## config.mk

```make
export PLATFORM = sky130hd
export DESIGN_NAME = oxygen_air_blend_valve_pwm_top
export DESIGN_NICKNAME = d
export VERILOG_FILES = /design/src/sv/oxab_pkg.sv /design/src/sv/oxygen_air_blend_valve_pwm_top.sv /design/src/sv/oxab_lerp.sv
export SDC_FILE = /design/constraint.sdc
export NUM_CORES = 2
export LEC_CHECK = 0
export ABC_AREA = 1
export BUFFER_PORTS_ARGS = -buffer_cell sky130_fd_sc_hd__buf_2
export CAP_MARGIN = 20
export CORE_ASPECT_RATIO = 1.75
export CORE_MARGIN = 4
export CORE_UTILIZATION = 40
export DETAILED_ROUTE_END_ITERATION = 8
export PLACE_DENSITY_LB_ADDON = 0.15
export SLEW_MARGIN = 20
export SYNTH_ARGS = -nofsm -noshare
export SYNTH_HDL_FRONTEND = slang
export SYNTH_HIERARCHICAL = 1
export SYNTH_SLANG_ARGS = --single-unit
```

## constraint.sdc

```tcl
create_clock -name clk -period 6.6 [get_ports clk]
set_input_delay 1.98 -clock clk [delete_from_list [all_inputs] [get_ports clk]]
set_output_delay 1.98 -clock clk [all_outputs]
set_load 0.005 [all_outputs]
```

## src/sv/oxab_pkg.sv

```systemverilog
package oxab_pkg;

  localparam int PCT_W   = 7;
  localparam int DRV_W   = 10;
  localparam int NUM_W   = PCT_W + DRV_W;
  localparam int CFG_IDX_W = 3;

  // quotient is below the drive span, so DRV_W bits of it are enough
  localparam int QUO_W          = DRV_W;
  localparam int STEPS_PER_STAGE = 2;
  localparam int DIV_STAGES     = QUO_W / STEPS_PER_STAGE;

  localparam logic [PCT_W-1:0] PCT_FULL = 7'd100;
  localparam logic [PCT_W-1:0] PCT_AIR  = 7'd21;

  // register indexes of the configuration port
  localparam logic [CFG_IDX_W-1:0] REG_SWITCH   = 3'd0;
  localparam logic [CFG_IDX_W-1:0] REG_AIR_UP   = 3'd1;
  localparam logic [CFG_IDX_W-1:0] REG_AIR_LO   = 3'd2;
  localparam logic [CFG_IDX_W-1:0] REG_OXY_UP   = 3'd3;
  localparam logic [CFG_IDX_W-1:0] REG_OXY_LO   = 3'd4;
  localparam logic [CFG_IDX_W-1:0] REG_CEILING  = 3'd5;
  localparam logic [CFG_IDX_W-1:0] REG_FLOOR    = 3'd6;

  localparam logic [DRV_W-1:0] CEILING_RST = 10'd483;
  localparam logic [DRV_W-1:0] FLOOR_RST   = 10'd60;

  // one interpolation job for a lane
  typedef struct packed {
    logic             valid;
    logic             use_lerp;
    logic [DRV_W-1:0] fixed_val;
    logic [DRV_W-1:0] a;
    logic             neg;
    logic [DRV_W-1:0] mag;
    logic [PCT_W-1:0] dx;
    logic [PCT_W-1:0] den;
  } lerp_req_t;

  typedef struct packed {
    logic             valid;
    logic [DRV_W-1:0] value;
  } lerp_rsp_t;

  // state of one divider stage
  typedef struct packed {
    logic             valid;
    logic             use_lerp;
    logic [DRV_W-1:0] fixed_val;
    logic [DRV_W-1:0] a;
    logic             neg;
    logic [PCT_W-1:0] den;
    logic [PCT_W-1:0] rem;
    logic [QUO_W-1:0] low;
    logic [QUO_W-1:0] quo;
  } div_st_t;

endpackage

```

## src/sv/oxygen_air_blend_valve_pwm_top.sv

```systemverilog
// Oxygen/air blend valve drive. A transfer on start (with busy, which stays low) hands in a
// target oxygen percent; done later goes high for one cycle with the air and oxygen drive
// values on air_drive and oxygen_drive. A new target can be given in every cycle and results
// come out in order, one per target; the receiver cannot stall them, so it must take each
// result in its done cycle. The path is an input register, a decode stage and a 7x10
// multiply stage, five two-bit restoring divider stages and an output stage. Configuration
// is written through cfg_we/cfg_index/cfg_data, by the user only while no target is in
// flight, which the block does not enforce. An index past the last register is ignored.
module oxygen_air_blend_valve_pwm_top (
  input  logic                                clk,
  input  logic                                rst,
  // command side
  input  logic                                start,
  output logic                                busy,
  input  logic [oxab_pkg::PCT_W-1:0]          target_percent,
  // result side
  output logic                                done,
  output logic [oxab_pkg::DRV_W-1:0]          air_drive,
  output logic [oxab_pkg::DRV_W-1:0]          oxygen_drive,
  // configuration writes
  input  logic                                cfg_we,
  input  logic [oxab_pkg::CFG_IDX_W-1:0]      cfg_index,
  input  logic [oxab_pkg::DRV_W-1:0]          cfg_data
);

  // accept to done, in cycles
  localparam int LATENCY = oxab_pkg::DIV_STAGES + 4;

  // configuration registers
  logic [oxab_pkg::PCT_W-1:0] switch_percent;
  logic [oxab_pkg::DRV_W-1:0] air_upper;
  logic [oxab_pkg::DRV_W-1:0] air_lower;
  logic [oxab_pkg::DRV_W-1:0] oxygen_upper;
  logic [oxab_pkg::DRV_W-1:0] oxygen_lower;
  logic [oxab_pkg::DRV_W-1:0] drive_ceiling;
  logic [oxab_pkg::DRV_W-1:0] drive_floor;

  // input register
  logic                       tgt_valid;
  logic [oxab_pkg::PCT_W-1:0] tgt;

  // decode stage, one job per valve
  oxab_pkg::lerp_req_t air_req;
  oxab_pkg::lerp_req_t air_req_next;
  oxab_pkg::lerp_req_t oxy_req;
  oxab_pkg::lerp_req_t oxy_req_next;
  oxab_pkg::lerp_rsp_t air_rsp;
  oxab_pkg::lerp_rsp_t oxy_rsp;

  // the pipeline never holds off a new target
  assign busy = 1'b0;

  // register writes, unknown index dropped
  always_ff @(posedge clk) begin
    if (rst) begin
      switch_percent <= '0;
      air_upper      <= '0;
      air_lower      <= '0;
      oxygen_upper   <= '0;
      oxygen_lower   <= '0;
      drive_ceiling  <= oxab_pkg::CEILING_RST;
      drive_floor    <= oxab_pkg::FLOOR_RST;
    end else if (cfg_we) begin
      case (cfg_index)
        oxab_pkg::REG_SWITCH:  switch_percent <= cfg_data[oxab_pkg::PCT_W-1:0];
        oxab_pkg::REG_AIR_UP:  air_upper      <= cfg_data;
        oxab_pkg::REG_AIR_LO:  air_lower      <= cfg_data;
        oxab_pkg::REG_OXY_UP:  oxygen_upper   <= cfg_data;
        oxab_pkg::REG_OXY_LO:  oxygen_lower   <= cfg_data;
        oxab_pkg::REG_CEILING: drive_ceiling  <= cfg_data;
        oxab_pkg::REG_FLOOR:   drive_floor    <= cfg_data;
        default: ;
      endcase
    end
  end

  // input register: target sampled every cycle, valid set by a start transfer
  always_ff @(posedge clk) begin
    tgt <= target_percent;
    if (rst) begin
      tgt_valid <= 1'b0;
    end else begin
      tgt_valid <= start && !busy;
    end
  end

  // air curve: ceiling up to the switch point, floor at or past full oxygen,
  // otherwise interpolate from air_upper toward air_lower
  always_comb begin
    air_req_next.valid     = tgt_valid;
    air_req_next.a         = air_upper;
    air_req_next.neg       = air_lower < air_upper;
    air_req_next.mag       = air_req_next.neg ? (air_upper - air_lower)
                                              : (air_lower - air_upper);
    air_req_next.dx        = tgt - switch_percent;
    air_req_next.den       = oxab_pkg::PCT_FULL - switch_percent;
    air_req_next.use_lerp  = 1'b0;
    air_req_next.fixed_val = drive_ceiling;
    if (tgt <= switch_percent) begin
      air_req_next.fixed_val = drive_ceiling;
    end else if (tgt >= oxab_pkg::PCT_FULL) begin
      air_req_next.fixed_val = drive_floor;
    end else begin
      air_req_next.use_lerp  = 1'b1;
    end
  end

  // oxygen curve: floor at or below room air, interpolate from oxygen_lower
  // toward oxygen_upper below the switch point, ceiling from there on
  always_comb begin
    oxy_req_next.valid     = tgt_valid;
    oxy_req_next.a         = oxygen_lower;
    oxy_req_next.neg       = oxygen_upper < oxygen_lower;
    oxy_req_next.mag       = oxy_req_next.neg ? (oxygen_lower - oxygen_upper)
                                              : (oxygen_upper - oxygen_lower);
    oxy_req_next.dx        = tgt - oxab_pkg::PCT_AIR;
    oxy_req_next.den       = switch_percent - oxab_pkg::PCT_AIR;
    oxy_req_next.use_lerp  = 1'b0;
    oxy_req_next.fixed_val = drive_ceiling;
    if (tgt < switch_percent) begin
      if (tgt <= oxab_pkg::PCT_AIR) begin
        oxy_req_next.fixed_val = drive_floor;
      end else begin
        oxy_req_next.use_lerp  = 1'b1;
      end
    end
  end

  always_ff @(posedge clk) begin
    if (rst) begin
      air_req <= '0;
      oxy_req <= '0;
    end else begin
      air_req <= air_req_next;
      oxy_req <= oxy_req_next;
    end
  end

  // multiply, divide and round lanes
  oxab_lerp u_air_lerp (
    .clk (clk),
    .rst (rst),
    .req (air_req),
    .rsp (air_rsp)
  );

  oxab_lerp u_oxy_lerp (
    .clk (clk),
    .rst (rst),
    .req (oxy_req),
    .rsp (oxy_rsp)
  );

  // results leave straight from the lane output registers
  assign done         = air_rsp.valid;
  assign air_drive    = air_rsp.value;
  assign oxygen_drive = oxy_rsp.value;

  // both lanes must stay in lock step
  a_lanes_aligned: assert property (@(posedge clk) disable iff (rst)
    air_rsp.valid == oxy_rsp.valid)
    else $error("air and oxygen lanes out of step");

  // every result traces back to an earlier start transfer
  a_done_latency: assert property (@(posedge clk) disable iff (rst)
    done |-> $past(start && !busy, LATENCY))
    else $error("result without a matching start transfer");

  // an accepted target in the input register always reaches the decode stage of both lanes
  a_start_yields: assert property (@(posedge clk) disable iff (rst)
    tgt_valid |=> air_req.valid && oxy_req.valid)
    else $error("accepted target dropped at decode stage");

endmodule

```

## src/sv/oxab_lerp.sv

```systemverilog
module oxab_lerp (
  input  logic                clk,
  input  logic                rst,
  input  oxab_pkg::lerp_req_t req,
  output oxab_pkg::lerp_rsp_t rsp
);

  // one restoring step: bring down a numerator bit, subtract if it fits
  function automatic oxab_pkg::div_st_t div_step(input oxab_pkg::div_st_t s);
    oxab_pkg::div_st_t r;
    logic [oxab_pkg::PCT_W:0] trial;
    logic                     fits;
    r     = s;
    trial = {s.rem, s.low[oxab_pkg::QUO_W-1]};
    fits  = (trial >= {1'b0, s.den});
    if (fits) begin
      r.rem = oxab_pkg::PCT_W'(trial - {1'b0, s.den});
    end else begin
      r.rem = trial[oxab_pkg::PCT_W-1:0];
    end
    r.low = {s.low[oxab_pkg::QUO_W-2:0], 1'b0};
    r.quo = {s.quo[oxab_pkg::QUO_W-2:0], fits};
    return r;
  endfunction

  oxab_pkg::div_st_t                 mul;
  oxab_pkg::div_st_t                 mul_next;
  oxab_pkg::div_st_t                 stg [oxab_pkg::DIV_STAGES];
  oxab_pkg::div_st_t                 stg_next [oxab_pkg::DIV_STAGES];
  logic [oxab_pkg::NUM_W-1:0]        prod;
  logic [oxab_pkg::DRV_W:0]          sum;
  oxab_pkg::div_st_t                 last;

  // multiply stage: numerator split into leading remainder and low bits
  always_comb begin
    prod               = oxab_pkg::NUM_W'(req.dx) * oxab_pkg::NUM_W'(req.mag);
    mul_next.valid     = req.valid;
    mul_next.use_lerp  = req.use_lerp;
    mul_next.fixed_val = req.fixed_val;
    mul_next.a         = req.a;
    mul_next.neg       = req.neg;
    mul_next.den       = req.den;
    mul_next.rem       = prod[oxab_pkg::NUM_W-1:oxab_pkg::QUO_W];
    mul_next.low       = prod[oxab_pkg::QUO_W-1:0];
    mul_next.quo       = '0;
  end

  always_ff @(posedge clk) begin
    if (rst) begin
      mul <= '0;
    end else begin
      mul <= mul_next;
    end
  end

  for (genvar k = 0; k < oxab_pkg::DIV_STAGES; k++) begin : g_div
    always_comb begin
      oxab_pkg::div_st_t cur;
      cur = (k == 0) ? mul : stg[(k == 0) ? 0 : k-1];
      for (int j = 0; j < oxab_pkg::STEPS_PER_STAGE; j++) begin
        cur = div_step(cur);
      end
      stg_next[k] = cur;
    end

    always_ff @(posedge clk) begin
      if (rst) begin
        stg[k] <= '0;
      end else begin
        stg[k] <= stg_next[k];
      end
    end
  end

  // floor toward minus infinity when the span goes down
  assign last = stg[oxab_pkg::DIV_STAGES-1];

  always_comb begin
    if (last.neg) begin
      sum = {1'b0, last.a} - {1'b0, last.quo}
            - (oxab_pkg::DRV_W+1)'(last.rem != '0);
    end else begin
      sum = {1'b0, last.a} + {1'b0, last.quo};
    end
  end

  always_ff @(posedge clk) begin
    rsp.value <= last.use_lerp ? sum[oxab_pkg::DRV_W-1:0] : last.fixed_val;
    if (rst) begin
      rsp.valid <= 1'b0;
    end else begin
      rsp.valid <= last.valid;
    end
  end

endmodule
```

== Word-level counts from Yosys, hierarchy flattened ==
Memories as Yosys holds them, arrays and structs flattened.
Index checks and enable logic that the tools add are counted.
Operators by class
  add/sub/neg operators: 34
  multipliers: 2
  $lt $le $gt $ge: 26
  eq/ne operators: 6
  muxes and demuxes: 45
  bitwise operators: 11
  reduce and logical (&&, ||, !) cells: 12
Operator list (count)
  55-bit two-way mux: 10
  8-bit by 7-bit greater-or-equal comparator with 1-bit output: 20
  7-bit subtractor: 21
  7-bit two-way mux: 20
  10-bit two-way mux: 10
  10-bit subtractor: 6
  7-bit by 10-bit multiplier with 17-bit output: 2
  10-bit adder: 2
  10-bit < comparator: 2
  10-bit by 1-bit subtractor with 10-bit output: 2
  2-bit AND reduction: 7
  7-bit nonzero test: 2
  7-bit by 5-bit subtractor with 7-bit output (second input constant): 2
  1-bit OR: 10
  3-bit equality test (second input constant): 3
  7-bit greater-or-equal comparator (second input constant): 1
  7-bit by 5-bit less-or-equal comparator with 1-bit output (second input constant): 1
  7-bit less-or-equal comparator: 1
  7-bit < comparator: 1
  7-bit subtractor (first input constant): 1
  3-bit by 2-bit equality test with 1-bit output (second input constant): 2
  1-bit two-way mux: 5
  2-bit OR reduction: 2
  3-bit by 1-bit equality test with 1-bit output (second input constant): 1
  other kinds (2): 2
Word-level totals
  register bits after elaboration: 282
  RAM bits: 550
  input port bits: 24
  output and inout port bits: 22
  logic and storage cells: 180
  memories kept: 2
Memories
  u_air_lerp.stg: words 5, width 55, rd ports 5, clocked after memory_dff 0, write ports 5, RTL line oxab_lerp.sv:28  | oxab_pkg::div_st_t stg [oxab_pkg::DIV_STAGES];
  u_oxy_lerp.stg: words 5, width 55, rd ports 5, clocked after memory_dff 0, write ports 5, RTL line oxab_lerp.sv:28

== Logic depth before layout (Yosys ltp) ==
An unclocked memory read counts as a cell.
  depth in word-level cells: 6
  depth in mapped cells: 26
  mapped depth without buffers: 25

== Modules after synthesis ==
Netlist, hierarchy kept.
Modules (own cells, without submodules)
  oxab_lerp at u_air_lerp: instances 1, cells each 2113, area an instance 15559.9 um^2, seq. area each 5725.5 um^2
  oxab_lerp at u_oxy_lerp: instances 1, cells each 2128, area an instance 15501.1 um^2, seq. area each 5725.5 um^2
  oxygen_air_blend_valve_pwm_top: instances 1, cells each 1058, area an instance 7855.0 um^2, seq. area each 3363.2 um^2

== Least setup slack after synthesis ==
OpenSTA, ideal clock, no wires.
  kind: register to register
  from: register oxy_req[12] in the netlist's numbering
  to: register u_oxy_lerp/mul[20] in the netlist's numbering
  setup time: 71 ps
  arrival time: 3847 ps
  required time: 6529 ps
  slack: 2683 ps
  cell stages (with the launch flop): 16
  buffers on the path: 1
  period minus slack after synthesis: 3917 ps
  cell sequence: dfxtp_1 -> clkbuf_1 -> nand2_1 -> inv_1 -> fa_1 -> fa_1 -> fa_1 -> inv_1 -> fa_1 -> inv_1 -> ha_1 -> a21oi_1 -> o21ai_0 -> a21oi_1 -> or2_2 -> a21oi_1
Between the ends
  longest elaborated chain between the ends: 1
RTL lines
  start, declared: RTL line oxygen_air_blend_valve_pwm_top.sv:45  | oxab_pkg::lerp_req_t oxy_req;
  start signal, assigned: RTL line oxygen_air_blend_valve_pwm_top.sv:135  | oxy_req <= oxy_req_next;
  7-bit by 10-bit multiplier with 17-bit output: RTL line oxab_lerp.sv:36  | prod = oxab_pkg::NUM_W'(req.dx) * oxab_pkg::NUM_W'(req.mag);
  end signal, assigned: RTL line oxab_lerp.sv:52  | mul <= mul_next;
  end, declared: RTL line oxab_lerp.sv:26  | oxab_pkg::div_st_t mul;
No other way between the ends.
A chain may end at the register's enable or synchronous reset.

== Final worst setup path ==
  from: register air_req[13] in the netlist's numbering
  to: register u_air_lerp/mul[22] in the netlist's numbering
Between the ends
  longest elaborated chain between the ends: 1
RTL lines
  start, declared: RTL line oxygen_air_blend_valve_pwm_top.sv:43  | oxab_pkg::lerp_req_t air_req;
  start signal, assigned: RTL line oxygen_air_blend_valve_pwm_top.sv:134  | air_req <= air_req_next;
  7-bit by 10-bit multiplier with 17-bit output: RTL line oxab_lerp.sv:36
  end signal, assigned: RTL line oxab_lerp.sv:52
  end, declared: RTL line oxab_lerp.sv:26
No other way between the ends.

==> impl_results.md <==
* Outcome: finished, final reports clean
* Placer Congestion at 0.897
* ANT nets after route at 0
* Clock skew after layout at 0.0217 ns
* Worst-path fanout max at 10
* Starting DRT DRC Count at 1,188
* GRT Util Overall at 17.6%
* Num CTS Buffers at 73
* Final setup fails at 0
* WP buf/inv at 3
* H-tree Lvls at 3
* Mean post-synth cell area at 7.34 um^2
* Critical Path Max Stage Delay at 0.55 ns
* Crit-path leading delay family: adder cells
* Number of global-route vias before repair at 30,200
* CP Data Arrival Time at 4.74 ns
* Setup_tns at 0 ns
* Hold Path Class: reg -> reg
* CTS resizes at 0
* Via Count at 30,100
* Top cell by count, worst path: fa_1
* Sink Count at 733
* Buffers on Ports at 44
* Io pins at 46
* Max-Cap Viols at 0
* Clk slew on worst S/H paths at 0.06 ns
* CP max-delay cell: dfxtp_1
* Core footprint at 0.0959 mm^2
* Tcrit/Tclk final at 63.2%
* First-pass GRT wire length at 147 mm
* Placement row count at 150
* Largest net degree at the start of global routing at 210
* Area Growth Syn to Fin at 9.35%
* Clk buf depth at 3
* Maximum VDD drop at 0.000185 V
* Hpwl dp at 70.3 mm
* Drc violations at 0
* CTS root buf: clkbuf_16
* Pre-antenna DRT Iters at 5
* Die outline width at 243 um
* Worst path cell trace: nand2_1 -> inv_1 -> fa_1 -> fa_1 -> fa_1 -> inv_1 -> fa_1 -> inv_1 -> ha_1 -> a21oi_1 -> o21ai_0 -> a21oi_1 -> o21bai_1 -> nand2_1 -> nand2_1 -> nor2_1
* Slew margin rel. at 33.1%
* FMAX at 240 MHz
* Mapped Nets at 5,720
* Util after Layout at 44.2%
* Routed WL at 89.9 mm
* Initial core utilization at 40.4%
* PD cells at 420 mW/mm^2
* Post-synthesis cell count at 5,278
* Post-CTS Setup Bufs at 0
* Worst-skew pair later-pin latency at 0.64 ns
* YS warnings at 6
* Die H at 420 um
* Number of hold buffers added after CTS at 0
* Critical path type: reg -> reg
* Final min period at 4.17 ns
* Layout cell share with drive strength beyond 1 at 5.80%
* Nets at 5,713
* Vias per cell at 4.54
* Synth Cell Area at 0.0387 mm^2
* Die ar. at 0.102 mm^2
* Final hold vios at 0
* Fin. max-slew vios at 0
* Grt ovf at 0
* Worst Path Required at 7.17 ns
* RSZ-0062 raised after global routing: no
* Initial antenna violation count at 1
* TritonCTS clock tree: done
* Worst Tran Pin Value at 1.00 ns
* Type of origin of the critical path: flip-flop
* CP endpoint kind: flip-flop
* Leakage at 21.2 nW
* WL/cell at 13.6 um
## layer usage
layer / up-vias / wire length [um] / track usage [%]
li1: 16000 / - / -
met1: 13500 / 33600 / 17.4
met2: 421 / 50000 / 35.7
met3: 202 / 2360 / 2.24
met4: 0 / 3930 / 8.33
met5: - / 0 / 0
## power by group
group          total, mW  leakage (nW)  internal (mW)  switching, mW
Combinational       8.63          14.1           3.21           5.43
Sequential          5.13          5.98           4.88          0.250
Clock               4.04          1.13           2.27           1.77
## worst register-to-register path: stages, from the launching register on
cell and delay (ns):
dfxtp_1 0.55, nand2_1 0.10, inv_1 0.09, fa_1 0.41, fa_1 0.52, fa_1 0.54
inv_1 0.05, fa_1 0.52, inv_1 0.04, ha_1 0.36, a21oi_1 0.22, o21ai_0 0.16
a21oi_1 0.22, o21bai_1 0.11, nand2_1 0.06, nand2_1 0.05, nor2_1 0.10
## path summary, 6_finish.rpt
| kind | start | to | slack [ns] | depth (start not counted) |
|---|---|---|---|---|
| worst max-delay path | air_req[13] | u_air_lerp/mul[22] | 2.43 | 16 |
| worst min-delay path | u_air_lerp/stg[0][52] | u_air_lerp/stg[1][52] | 0.39 | 2 |
| worst max register to register | air_req[13] | u_air_lerp/mul[22] | 2.43 | 16 |
| worst min register to register | u_air_lerp/stg[0][52] | u_air_lerp/stg[1][52] | 0.39 | 2 |
## cells in the final DEF (no fill, tap or decap), types with 6 or more instances in the layout
master / count
nor2_2: 11
clkbuf_8: 8
nand3_2: 14
clkbuf_16: 73
o21ai_2: 10
nand3_1: 241
clkbuf_1: 12
buf_2: 43
o21ai_0: 132
a21oi_1: 262
clkinv_2: 14
o21bai_1: 27
nand2_1: 1042
inv_1: 1085
nand2_2: 43
clkinvlp_4: 6
a21o_1: 18
dfxtp_1: 733
or2_2: 17
nor2_4: 10
ha_1: 309
o21a_1: 8
nor2_1: 795
xnor2_1: 35
a21oi_2: 8
xor2_1: 52
inv_6: 7
nand4_1: 59
o21ai_1: 14
nand3b_1: 34
nor3_1: 16
fa_1: 109
inv_2: 15
a31oi_1: 12
## registers in the layout (all words and copies together), names as in the netlist, 10 cells and up
name                     count
air_lower                   10
air_req                     46
air_upper                   10
drive_ceiling               10
drive_floor                 10
oxy_req                     47
oxygen_lower                10
oxygen_upper                10
u_air_lerp/g_div.$2.cur     38
u_air_lerp/rsp              11
u_air_lerp/stg             228
u_oxy_lerp/g_div.$2.cur     37
u_oxy_lerp/rsp              10
u_oxy_lerp/stg             223
## through the flow
stage	cell area (um^2)	cells	setup WS, ns	hold WS, ns	total power [mW]
after floorplan	38700	5278	2.68	0.388	12.2
after global placement	40000	6488	2.44	0.388	13.8
after detailed placement	40000	6488	2.44	0.392	13.9
after CTS	42300	6617	2.43	0.388	18.0
after global routing	42300	6618	2.15	0.409	19.4
final	42300	6618	2.43	0.391	17.8
## area by class of cell
| type | count | area [um^2] |
|---|---|---|
| Antenna cell | 1 | 2.50 |
| Clock buffer | 93 | 1980 |
| Clock inverter | 36 | 338 |
| Fill cell | 9926 | 53600 |
| Inverter | 1103 | 4140 |
| Multi-Input combinational cell | 3310 | 19300 |
| Sequential cell | 733 | 14700 |
| Tap cell | 1292 | 1620 |
| Timing Repair Buffer | 50 | 288 |
Note: power is estimated with default switching activity, not from simulation.
